`config.mk`:
```
export PLATFORM = sky130hd
export DESIGN_NAME = sync_header_frame_dispatcher
export DESIGN_NICKNAME = d
export VERILOG_FILES = /design/src/rtl/core/shfd_pkg.sv /design/src/rtl/core/shfd_in_reg.sv /design/src/rtl/core/shfd_parser.sv /design/src/rtl/core/shfd_out_reg.sv /design/src/rtl/core/sync_header_frame_dispatcher.sv
export SDC_FILE = /design/constraint.sdc
export NUM_CORES = 1
export LEC_CHECK = 0
export BUFFER_PORTS_ARGS = -buffer_cell sky130_fd_sc_hd__buf_2
export CORE_MARGIN = 8
export CORE_UTILIZATION = 40
export CTS_BUF_LIST = sky130_fd_sc_hd__clkbuf_8
export DETAILED_ROUTE_END_ITERATION = 8
export SYNTH_ARGS = -nofsm -noshare
export SYNTH_HDL_FRONTEND = slang
export SYNTH_SLANG_ARGS = --single-unit
```
`constraint.sdc`:
```
create_clock -name clk_i -period 6 [get_ports clk_i]
set_clock_uncertainty 0.05 [all_clocks]
set_input_delay 1.5 -clock clk_i [delete_from_list [all_inputs] [get_ports clk_i]]
set_output_delay 1.5 -clock clk_i [all_outputs]
set_load 0.02 [all_outputs]
```
`src/rtl/core/shfd_pkg.sv`:
```
package shfd_pkg;

  // Frame layout
  localparam int unsigned CommandCount = 16;
  localparam int unsigned CmdW         = 4;
  localparam int unsigned ByteW        = 8;
  localparam int unsigned EnW          = 16;

  localparam logic [ByteW-1:0] SyncFirst  = 8'h65;  // 'e'
  localparam logic [ByteW-1:0] SyncSecond = 8'h52;  // 'R'

  // Parser phases
  typedef enum logic [2:0] {
    PH_HUNT    = 3'd0,
    PH_SYNC2   = 3'd1,
    PH_TYPE    = 3'd2,
    PH_LEN     = 3'd3,
    PH_PAYLOAD = 3'd4
  } phase_e;

  // One result word
  typedef struct packed {
    logic [CmdW-1:0]  command_number;
    logic [ByteW-1:0] payload_byte;
    logic             last_of_frame;
    logic             empty_frame;
  } result_t;

  // Parser to output register
  typedef struct packed {
    logic    emit;
    result_t res;
  } emit_t;

endpackage

```
`src/rtl/core/shfd_in_reg.sv`:
```
module shfd_in_reg (
  input  logic                       clk_i,
  input  logic                       rst_ni,
  input  logic                       in_valid_i,
  input  logic [shfd_pkg::ByteW-1:0] rx_byte_i,
  input  logic                       adv_i,
  output logic                       in_stall_o,
  output logic                       vld_o,
  output logic [shfd_pkg::ByteW-1:0] byte_o
);

  logic                       vld_q;
  logic                       vld_d;
  logic [shfd_pkg::ByteW-1:0] byte_q;
  logic                       load;

  // Hold the word while the parser cannot advance
  assign in_stall_o = vld_q && !adv_i;
  assign load       = in_valid_i && !in_stall_o;
  assign vld_d      = load ? 1'b1 : (adv_i ? 1'b0 : vld_q);

  always_ff @(posedge clk_i or negedge rst_ni) begin
    if (!rst_ni) begin
      vld_q <= 1'b0;
    end else begin
      vld_q <= vld_d;
    end
  end

  always_ff @(posedge clk_i) begin
    if (load) begin
      byte_q <= rx_byte_i;
    end
  end

  assign vld_o  = vld_q;
  assign byte_o = byte_q;

endmodule

```
`src/rtl/core/shfd_parser.sv`:
```
module shfd_parser (
  input  logic                       clk_i,
  input  logic                       rst_ni,
  input  logic                       cfg_we_i,
  input  logic [shfd_pkg::EnW-1:0]   cfg_wdata_i,
  input  logic                       adv_i,
  input  logic [shfd_pkg::ByteW-1:0] byte_i,
  output shfd_pkg::emit_t            emit_o
);

  shfd_pkg::phase_e           phase_q, phase_d;
  logic [shfd_pkg::ByteW-1:0] cmd_q, cmd_d;
  logic [shfd_pkg::ByteW-1:0] rem_q, rem_d;
  logic                       disc_q, disc_d;
  logic [shfd_pkg::EnW-1:0]   en_q;
  logic                       in_range;
  logic                       cmd_en;
  logic [shfd_pkg::ByteW-1:0] rem_dec;
  logic                       pay_last;

  // Command checks on the latched type byte
  assign in_range = cmd_q < shfd_pkg::ByteW'(shfd_pkg::CommandCount);
  assign cmd_en   = in_range && (cmd_q < shfd_pkg::ByteW'(shfd_pkg::EnW))
                    && en_q[cmd_q[shfd_pkg::CmdW-1:0]];
  assign rem_dec  = rem_q - 8'd1;
  assign pay_last = (rem_dec == '0);

  // Next state
  always_comb begin
    phase_d = phase_q;
    cmd_d   = cmd_q;
    rem_d   = rem_q;
    disc_d  = disc_q;
    case (phase_q)
      shfd_pkg::PH_SYNC2: begin
        phase_d = (byte_i == shfd_pkg::SyncSecond) ? shfd_pkg::PH_TYPE : shfd_pkg::PH_HUNT;
      end
      shfd_pkg::PH_TYPE: begin
        cmd_d   = byte_i;
        phase_d = shfd_pkg::PH_LEN;
      end
      shfd_pkg::PH_LEN: begin
        rem_d = byte_i;
        if (!in_range) begin
          phase_d = shfd_pkg::PH_HUNT;
        end else begin
          disc_d  = !cmd_en;
          phase_d = (byte_i == '0) ? shfd_pkg::PH_HUNT : shfd_pkg::PH_PAYLOAD;
        end
      end
      shfd_pkg::PH_PAYLOAD: begin
        rem_d = rem_dec;
        if (pay_last) begin
          phase_d = shfd_pkg::PH_HUNT;
        end
      end
      default: begin
        phase_d = (byte_i == shfd_pkg::SyncFirst) ? shfd_pkg::PH_SYNC2 : shfd_pkg::PH_HUNT;
      end
    endcase
  end

  // Result word
  always_comb begin
    emit_o                    = '0;
    emit_o.res.command_number = cmd_q[shfd_pkg::CmdW-1:0];
    case (phase_q)
      shfd_pkg::PH_LEN: begin
        if (cmd_en && (byte_i == '0)) begin
          emit_o.emit              = adv_i;
          emit_o.res.last_of_frame = 1'b1;
          emit_o.res.empty_frame   = 1'b1;
        end
      end
      shfd_pkg::PH_PAYLOAD: begin
        emit_o.emit              = adv_i && !disc_q;
        emit_o.res.payload_byte  = byte_i;
        emit_o.res.last_of_frame = pay_last;
      end
      default: begin
        emit_o.emit = 1'b0;
      end
    endcase
  end

  always_ff @(posedge clk_i or negedge rst_ni) begin
    if (!rst_ni) begin
      phase_q <= shfd_pkg::PH_HUNT;
      cmd_q   <= '0;
      rem_q   <= '0;
      disc_q  <= 1'b0;
    end else if (adv_i) begin
      phase_q <= phase_d;
      cmd_q   <= cmd_d;
      rem_q   <= rem_d;
      disc_q  <= disc_d;
    end
  end

  // Enable mask register
  always_ff @(posedge clk_i or negedge rst_ni) begin
    if (!rst_ni) begin
      en_q <= '0;
    end else if (cfg_we_i) begin
      en_q <= cfg_wdata_i;
    end
  end

endmodule

```
`src/rtl/core/shfd_out_reg.sv`:
```
module shfd_out_reg (
  input  logic              clk_i,
  input  logic              rst_ni,
  input  shfd_pkg::emit_t   emit_i,
  input  logic              out_stall_i,
  output logic              ready_o,
  output logic              out_valid_o,
  output shfd_pkg::result_t res_o
);

  logic              vld_q, vld_d;
  shfd_pkg::result_t res_q;

  // Free when empty or when the held word leaves this cycle
  assign ready_o = !vld_q || !out_stall_i;
  assign vld_d   = emit_i.emit ? 1'b1 : (ready_o ? 1'b0 : vld_q);

  always_ff @(posedge clk_i or negedge rst_ni) begin
    if (!rst_ni) begin
      vld_q <= 1'b0;
    end else begin
      vld_q <= vld_d;
    end
  end

  always_ff @(posedge clk_i) begin
    if (emit_i.emit) begin
      res_q <= emit_i.res;
    end
  end

  assign out_valid_o = vld_q;
  assign res_o       = res_q;

endmodule

```
`src/rtl/core/sync_header_frame_dispatcher.sv`:
```
// A byte accepted into the input register passes through the parser logic into
// the result register (input register, parser, result register); an output stall can hold it back.
// Throughput: one byte per cycle while the output is not stalled.
// Reset: asynchronous active low; parser returns to hunting 'e', the
// enable mask clears to zero, both word registers go empty.
module sync_header_frame_dispatcher (
  input  logic                       clk_i,
  input  logic                       rst_ni,
  input  logic                       cfg_we_i,
  input  logic [shfd_pkg::EnW-1:0]   cfg_wdata_i,
  input  logic                       in_valid_i,
  output logic                       in_stall_o,
  input  logic [shfd_pkg::ByteW-1:0] rx_byte_i,
  output logic                       out_valid_o,
  input  logic                       out_stall_i,
  output logic [shfd_pkg::CmdW-1:0]  command_number_o,
  output logic [shfd_pkg::ByteW-1:0] payload_byte_o,
  output logic                       last_of_frame_o,
  output logic                       empty_frame_o
);

  logic                       in_vld;
  logic [shfd_pkg::ByteW-1:0] in_byte;
  logic                       out_ready;
  logic                       adv;
  shfd_pkg::emit_t            emit;
  shfd_pkg::result_t          res;

  // Parser advances when a word is held and the result register can take a word
  assign adv = in_vld && out_ready;

  shfd_in_reg u_in (
    .clk_i      (clk_i),
    .rst_ni     (rst_ni),
    .in_valid_i (in_valid_i),
    .rx_byte_i  (rx_byte_i),
    .adv_i      (adv),
    .in_stall_o (in_stall_o),
    .vld_o      (in_vld),
    .byte_o     (in_byte)
  );

  shfd_parser u_parser (
    .clk_i       (clk_i),
    .rst_ni      (rst_ni),
    .cfg_we_i    (cfg_we_i),
    .cfg_wdata_i (cfg_wdata_i),
    .adv_i       (adv),
    .byte_i      (in_byte),
    .emit_o      (emit)
  );

  shfd_out_reg u_out (
    .clk_i       (clk_i),
    .rst_ni      (rst_ni),
    .emit_i      (emit),
    .out_stall_i (out_stall_i),
    .ready_o     (out_ready),
    .out_valid_o (out_valid_o),
    .res_o       (res)
  );

  assign command_number_o = res.command_number;
  assign payload_byte_o   = res.payload_byte;
  assign last_of_frame_o  = res.last_of_frame;
  assign empty_frame_o    = res.empty_frame;

  // Empty-frame marker is always a final, zero-data word
  a_empty_marker: assert property (@(posedge clk_i) disable iff (!rst_ni)
    (out_valid_o && empty_frame_o) |-> (last_of_frame_o && (payload_byte_o == '0)))
    else $error("empty-frame marker malformed");

  // Input is held back only by a stalled, full result register
  a_stall_cause: assert property (@(posedge clk_i) disable iff (!rst_ni)
    in_stall_o |-> (in_vld && out_valid_o && out_stall_i))
    else $error("input stalled without output backpressure");

  // A taken result with no new word behind it leaves the register empty
  a_drain: assert property (@(posedge clk_i) disable iff (!rst_ni)
    (out_valid_o && !out_stall_i && !emit.emit) |=> !out_valid_o)
    else $error("result register did not drain");

  // Nothing is emitted unless the parser advances
  a_emit_adv: assert property (@(posedge clk_i) disable iff (!rst_ni)
    emit.emit |-> adv)
    else $error("result emitted without parser advance");

endmodule
```
==> results of run 1 <==
-- worst max-delay path, delay by kind of cell --
family | cells | cell delay [ns]
and+or+nand+nor | 1 | 0.14
buffers and inverters | 3 | 0.35
-- how the worst min path moves through the flow --
stage                     from               to  slack (ns)  depth (start not counted)
6_report       u_parser.disc_q  u_parser.disc_q        0.44                          1
5_1_grt        u_parser.disc_q  u_parser.disc_q        0.47                          1
4_1_cts        u_parser.disc_q  u_parser.disc_q        0.44                          1
3_5_place_dp   u_parser.disc_q  u_parser.disc_q        0.43                          1
3_3_place_gp   u_parser.disc_q  u_parser.disc_q        0.41                          1
2_1_floorplan  u_parser.disc_q  u_parser.disc_q        0.41                          1
-- cell families (layout without fill, tap and decap cells) --
logic type / after synthesis / count (layout)
AOI/OAI and AO/OA: 42 / 42
xor gates and xnor gates: 1 / 1
adders and majority gates: 2 / 2
buffers and inverters: 17 / 70
DFF: 60 / 60
muxes: 28 / 28
and+or+nand+nor: 54 / 54
-- cells in the final DEF (no fill, tap or decap), types with 2 or more instances in the layout --
master / count
buf_2: 44
dfrtp_1: 38
mux2_2: 24
edfxtp_1: 22
a21oi_1: 11
o21ai_0: 11
clkbuf_8: 11
and2_1: 10
nor2_1: 9
nor3_1: 8
inv_1: 7
or4_1: 5
nor4_1: 4
mux4_1: 4
o31ai_1: 3
nand2_1: 3
nor4b_1: 2
nand4_1: 2
nor2b_1: 2
a22o_1: 2
nand2b_1: 2
nand3_1: 2
ha_1: 2
bufinv_16: 2
buf_4: 2
-- stage by stage --
| stage | hold slack [ns] | setup slack, ns | instance area (µm²) | total power [µW] | std cells |
|---|---|---|---|---|---|
| floorplan | 0.406 | 2.71 | 2680 | 659 | 204 |
| global route | 0.470 | 2.41 | 3210 | 1180 | 337 |
| CTS | 0.443 | 2.45 | 3210 | 1140 | 337 |
| detailed placement | 0.430 | 2.45 | 2980 | 719 | 321 |
| finish | 0.441 | 2.46 | 3210 | 1130 | 337 |
| global placement | 0.414 | 2.45 | 2980 | 714 | 321 |
-- power breakdown --
group          internal (µW)  leakage, µW  switching, µW
clock                    257     0.000116            159
combinational           81.3     0.000579           93.0
sequential               482     0.000681           55.2
total                    821      0.00138            307
-- state kept, by name, summed over array words and instances (netlist names) --
| name | flops |
|---|---|
| u_parser.en_q | 16 |
| u_out.out_valid_o | 1 |
| u_in.byte_o | 8 |
| u_in.vld_o | 1 |
| u_parser.disc_q | 1 |
| u_parser.phase_q | 3 |
| u_out.res_o | 14 |
| u_parser.cmd_q | 8 |
| u_parser.rem_q | 8 |
-- final cells by class --
class | count | share of cell area (%)
Sequential cell | 60 | 50.2
Multi-Input combinational cell | 127 | 31.1
Timing Repair Buffer | 46 | 7.33
Clock buffer | 11 | 4.72
Tap cell | 80 | 3.12
Clock inverter | 5 | 2.57
Inverter | 8 | 0.935
-- layer usage --
layer / track usage (%) / up-vias
li1: - / 873
met1: 15.9 / 883
met2: 18.5 / 51
met3: 4.55 / 7
met4: 7.79 / 0
met5: 0 / -
==> run summary, run 1 <==
Number of CTS-inserted buffers: 9
FF+latch area: 0.00161 mm²
Final WL: 5.64 mm
Reg2Reg Setup Slack: 3.44 ns
Number of synthesized flops with an enable pin: 22
Rows: 30
Final ANT Viol Nets: 0
Via/cell ratio: 5.38
CP Launch Type: primary input
Top_reg_cell synth: dfrtp_1
Port bufs: 44
Post-synthesis compound-gate area fraction: 10.2%
Drc violations: 0
DR WL met2: 2.50 mm
Mux cell area share after synthesis: 14.0%
Post-synth top area share: 35.5%
Final Util: 48.3%
Simple-Gate Fraction of Synth Area: 11.8%
Synth Area in XOR/XNOR: 0.327%
Post-cts sizing count: 0
Routed vias: 1814
Met1 Wirelength: 2.67 mm
Syn_nets: 235
TNS Setup: 0 ns
Top cells by area, synth: dfrtp_1 36%, edfxtp_1 25%, mux2_2 10%
FMAX: 283 MHz
Sequential area share after synthesis: 60.2%
Synth Area in Adders: 0.935%
Final setup violation count: 0
Synth Area per Inst: 13.1 µm²
Largest family of logic cells by synthesized area: multiplexers
GP Congestion: 0.883
CP Cell Sequence: buf_2, nand3_1, inv_1, buf_2
Crit-path most repeated cell: buf_2
Htree depth: 3
Die footprint: 0.00956 mm²
Worst slew pin tran: 0.859 ns
Async S/R FF share, synth: 63.3%
Leak Pwr: 0.00138 µW
RSZ-0062 raised after global routing: no
Cells after Synth: 204
Status: complete, no violations
Fin crit share: 59.0%
Hold Violations, Final: 0
Initial Util: 40.3%
Worst-skew pair later-pin latency: 0.33 ns
Drt wl/cell: 16.7 µm
I/O pin count: 45
Iter 0 DRT Violations: 93
Slew Limit Headroom: 42.7%
Vias in the first global route: 1905
Synth cell count leaders: 38 x dfrtp_1, 24 x mux2_2, 22 x edfxtp_1, 11 x a21oi_1, 11 x o21ai_0
Max cap viols: 0
FF-to-FF Start: u_in.byte_o[4]
Overflow after GRT: 0
Die Wd: 97.8 µm
Worst setup path startpoint: out_stall_i
Antenna diode count: 0
Slew Limit Fails: 0
First-pass DRT Iterations: 4
First-pass GRT wire length: 9.52 mm
Initial antenna violation count: 0
Worst path required time: 4.45 ns
CP Capture Type: output port
Fin crit period: 3.54 ns
Clock-pin slew on the worst setup and hold paths: 0.06 ns
Largest net degree at the start of global routing: 39
Area occupied by multi-input gates: 1000 µm²
CTS Sinks: 60
Placed wire-length estimate: 3.95 mm
Critical Path AT: 1.99 ns
Setup CP Type: in -> out
Bufs on Longest Clock Path: 2
Root Buffer: clkbuf_8
Top-count cell post-synth: dfrtp_1
Peak supply drop: 149 µV
Reg-to-Reg End: u_out.res_o[1]
Max incr delay on CP: 0.16 ns
Hold Crit Class: reg -> reg
Total GRT Usage: 12.8%
Layout-stage area growth over the synthesis result: 20.0%
Die Ht: 97.8 µm
Yosys warning total: 0
Slowest CP cell: buf_2
Post-Synthesis Cell Area: 0.00268 mm²
Met3 WL: 364 µm
Std-Cell Core Area: 0.00664 mm²
Fillers: 578
Worst Setup EP: in_stall_o
R2R cell count: 5
Post-synth top area cell: dfrtp_1
Flops & latches, synth: 60
Pwr dens: 352 mW/mm²
Final nets: 283
Setup bufs post-CTS: 0
Distinct cells, synth: 46
Uppermost layer routed: met4
Ratio of cells with drive above 1 in the final layout: 35.0%
CTS tree: yes
CTS Hold Bufs: 0
Crit Path Max Fanout: 4
No activity file was read; power rests on OpenSTA's default activity.
==> inputs of run 2 (changes only) <==
--- a/config.mk
+++ b/config.mk
@@ -5,6 +5,7 @@
 export SDC_FILE = /design/constraint.sdc
 export NUM_CORES = 1
 export LEC_CHECK = 0
+export ABC_AREA = 1
 export BUFFER_PORTS_ARGS = -buffer_cell sky130_fd_sc_hd__buf_2
 export CORE_MARGIN = 8
 export CORE_UTILIZATION = 40
==> constraint.sdc (replaced) <==
create_clock -name clk_i -period 3.3 [get_ports clk_i]
set_clock_uncertainty 0.05 [all_clocks]
set_input_delay 0.825 -clock clk_i [delete_from_list [all_inputs] [get_ports clk_i]]
set_output_delay 0.825 -clock clk_i [all_outputs]
set_load 0.02 [all_outputs]
==> run 2 against run 1 <==
Against the previous run: core utilization grew 0.47 points; power is 52% higher; clock-buffer cell count down 2; register-to-register slack got worse by 2.3 ns; setup slack lost 1.3 ns; non-clock buffer count shrank 1; synthesized cell count up 53%; global-route usage increased by 0.42 points; combinational power is 50% lower; largest power group is now clock; highest routed layer unchanged.
==> run summary, run 2 <==
Largest net degree at the start of global routing: 39
Worst slew pin tran: 0.868 ns
Max reg flops: 16
Post-synth top area cell: dfrtp_1
Synth Area in XOR/XNOR: 0%
Initial Util: 40.8%
Via/cell ratio: 4.80
Post-Place Setup Slack: 1.12 ns
Top reg by flops: u_parser.en_q
Hold Violations, Final: 0
Synth cell count leaders: 77 x nand2_1, 45 x inv_1, 38 x dfrtp_1, 26 x nand3_1, 25 x nor2_1
Htree depth: 3
Root Buffer: clkbuf_8
Placed wire-length estimate: 4.26 mm
Overflow after GRT: 0
Hold Crit Class: reg -> reg
FMAX: 461 MHz
Port bufs: 44
Syn_nets: 343
Synth Area in Adders: 0.913%
Die Wd: 98.8 µm
Mux cell area share after synthesis: 0%
Top-count cell post-synth: nand2_1
Sequential area share after synthesis: 58.8%
Reg2Reg Setup Slack: 1.13 ns
CTS Hold Bufs: 0
Final Power: 1710 µW
Number of synthesized flops with an enable pin: 22
Pwr dens: 522 mW/mm²
Final nets: 391
Drc violations: 0
Fin crit share: 65.7%
Final setup violation count: 0
CTS Sinks: 60
Clock-pin slew on the worst setup and hold paths: 0.07 ns
CTS tree: yes
Placed Instances: 429
Top cells by area, synth: dfrtp_1 35%, edfxtp_1 24%, nand2_1 11%
Largest family of logic cells by synthesized area: simple AND/OR/NAND/NOR gates
GP Congestion: 0.880
Routed vias: 2136
Ratio of cells with drive above 1 in the final layout: 20.0%
Worst-skew pair later-pin latency: 0.34 ns
Final WL: 5.89 mm
Simple-Gate Fraction of Synth Area: 23.8%
Slew Limit Headroom: 42.2%
Post-synthesis compound-gate area fraction: 8.63%
Fin cells: 445
Top_reg_cell synth: dfrtp_1
Setup CP Type: reg -> reg
Rows: 30
Total GRT Usage: 13.2%
Worst path required time: 3.23 ns
Crit Path Max Fanout: 14
Leak Pwr: 0.00153 µW
Die Ht: 98.8 µm
RSZ-0062 raised after global routing: no
Critical Path AT: 2.10 ns
Layout-stage area growth over the synthesis result: 19.6%
First-pass DRT Iterations: 4
TNS Setup: 0 ns
Yosys warning total: 0
Worst setup margin: 1.13 ns
Flops & latches, synth: 60
I/O pin count: 45
Most frequent cells in the layout: 77 x nand2_1, 45 x inv_1, 44 x buf_2
Async S/R FF share, synth: 63.3%
Number of CTS-inserted buffers: 9
Initial antenna violation count: 0
Fin crit period: 2.17 ns
Worst Setup EP: u_out.res_o[9]
Synth Area per Inst: 8.79 µm²
Die footprint: 0.00976 mm²
Worst setup path startpoint: u_parser.cmd_q[0]
Max cap viols: 0
Post-synth top area share: 34.7%
Peak supply drop: 403 µV
Final ANT Viol Nets: 0
Bufs on Longest Clock Path: 2
Std-Cell Core Area: 0.00672 mm²
Slew Limit Fails: 0
Setup bufs post-CTS: 0
Post-Synthesis Cell Area: 0.00274 mm²
First-pass GRT wire length: 10.3 mm
Most common library cell in the layout ignoring fill and taps: nand2_1
CP Capture Type: register
Post-cts sizing count: 0
FF-to-FF Start: u_parser.cmd_q[0]
Status: complete, no violations
Drt wl/cell: 13.2 µm
Vias in the first global route: 2132
Reg-to-Reg End: u_out.res_o[9]
R2R cell count: 10
Antenna diode count: 0
CP Launch Type: register
Iter 0 DRT Violations: 87
Distinct cells, synth: 26
Cells after Synth: 312
==> run 2: cell types whose count changed in the layout (fill, tap and decap cells not counted), sizes merged, moves of 3 or more <==
cell / change
nand3: +25
nor2: +20
o21ai: +25
mux2: -24
nor3: -3
a21oi: -5
or4: -5
nand2: +77
mux4: -4
o31ai: -3
and2: -10
inv: +39
==> run 2: how the worst min path moves through the flow <==
stage	end	from	slack (ns)	cells after the start
2_1_floorplan	u_out.res_o[10]	u_parser.cmd_q[0]	0.37	0
3_3_place_gp	u_parser.cmd_q[6]	u_parser.cmd_q[6]	0.43	2
3_5_place_dp	u_parser.cmd_q[6]	u_parser.cmd_q[6]	0.44	2
4_1_cts	u_parser.cmd_q[4]	u_parser.cmd_q[4]	0.46	2
5_1_grt	u_parser.cmd_q[6]	u_parser.cmd_q[6]	0.48	2
6_report	u_parser.cmd_q[4]	u_parser.cmd_q[4]	0.45	2
==> run 2: kinds of logic (layout without fill, tap and decap cells) <==
group                    count (synthesis)  in the layout
AO/OA/AOI/OAI                           46             46
adder cells (fa/ha/maj)                  2              2
buffers and inverters                   55            108
flip-flops                              60             60
AND/OR/NAND/NOR                        149            149
==> run 2: per-layer routing <==
metal	GRT usage [%]	vias to the layer above	part of all wire (%)
li1	-	1106	-
met1	16.7	968	47
met2	19.6	56	46
met3	5.00	6	6.0
met4	5.43	0	0.90
met5	0	-	0
==> run 2: final cells by class <==
class | instances | area [µm²]
Fill cell | 625 | 3440
Sequential cell | 60 | 1610
Multi-Input combinational cell | 197 | 915
Timing Repair Buffer | 45 | 228
Inverter | 47 | 176
Clock buffer | 9 | 124
Clock inverter | 7 | 124
Tap cell | 80 | 100
==> run 2: critical path, cell delays in order (launching register included) <==
cell	delay (ns)
dfrtp_1	0.56
inv_2	0.14
nand2_1	0.10
nand3_1	0.06
nand3_1	0.08
nand3b_1	0.08
nand2_1	0.11
nand2_1	0.09
nand2_1	0.06
nand2_1	0.06
inv_1	0.41
==> run 2: report_power, final <==
group          switching [µW]  total (µW)  internal, µW  leakage, µW
registers                13.6         812           798     0.000638
clock network             308         814           506     0.000120
logic                    56.4        86.4          30.0     0.000771
total                     378        1710          1330      0.00153
==> run 2: stage by stage <==
stage / hold WS (ns) / util [%] / instance area, µm²
after floorplan: 0.370 / - / 2740
after global placement: 0.425 / 45.1 / 3030
after CTS: 0.458 / 48.8 / 3280
after detailed placement: 0.440 / 45.1 / 3030
after global routing: 0.483 / 48.8 / 3280
final: 0.451 / 48.8 / 3280
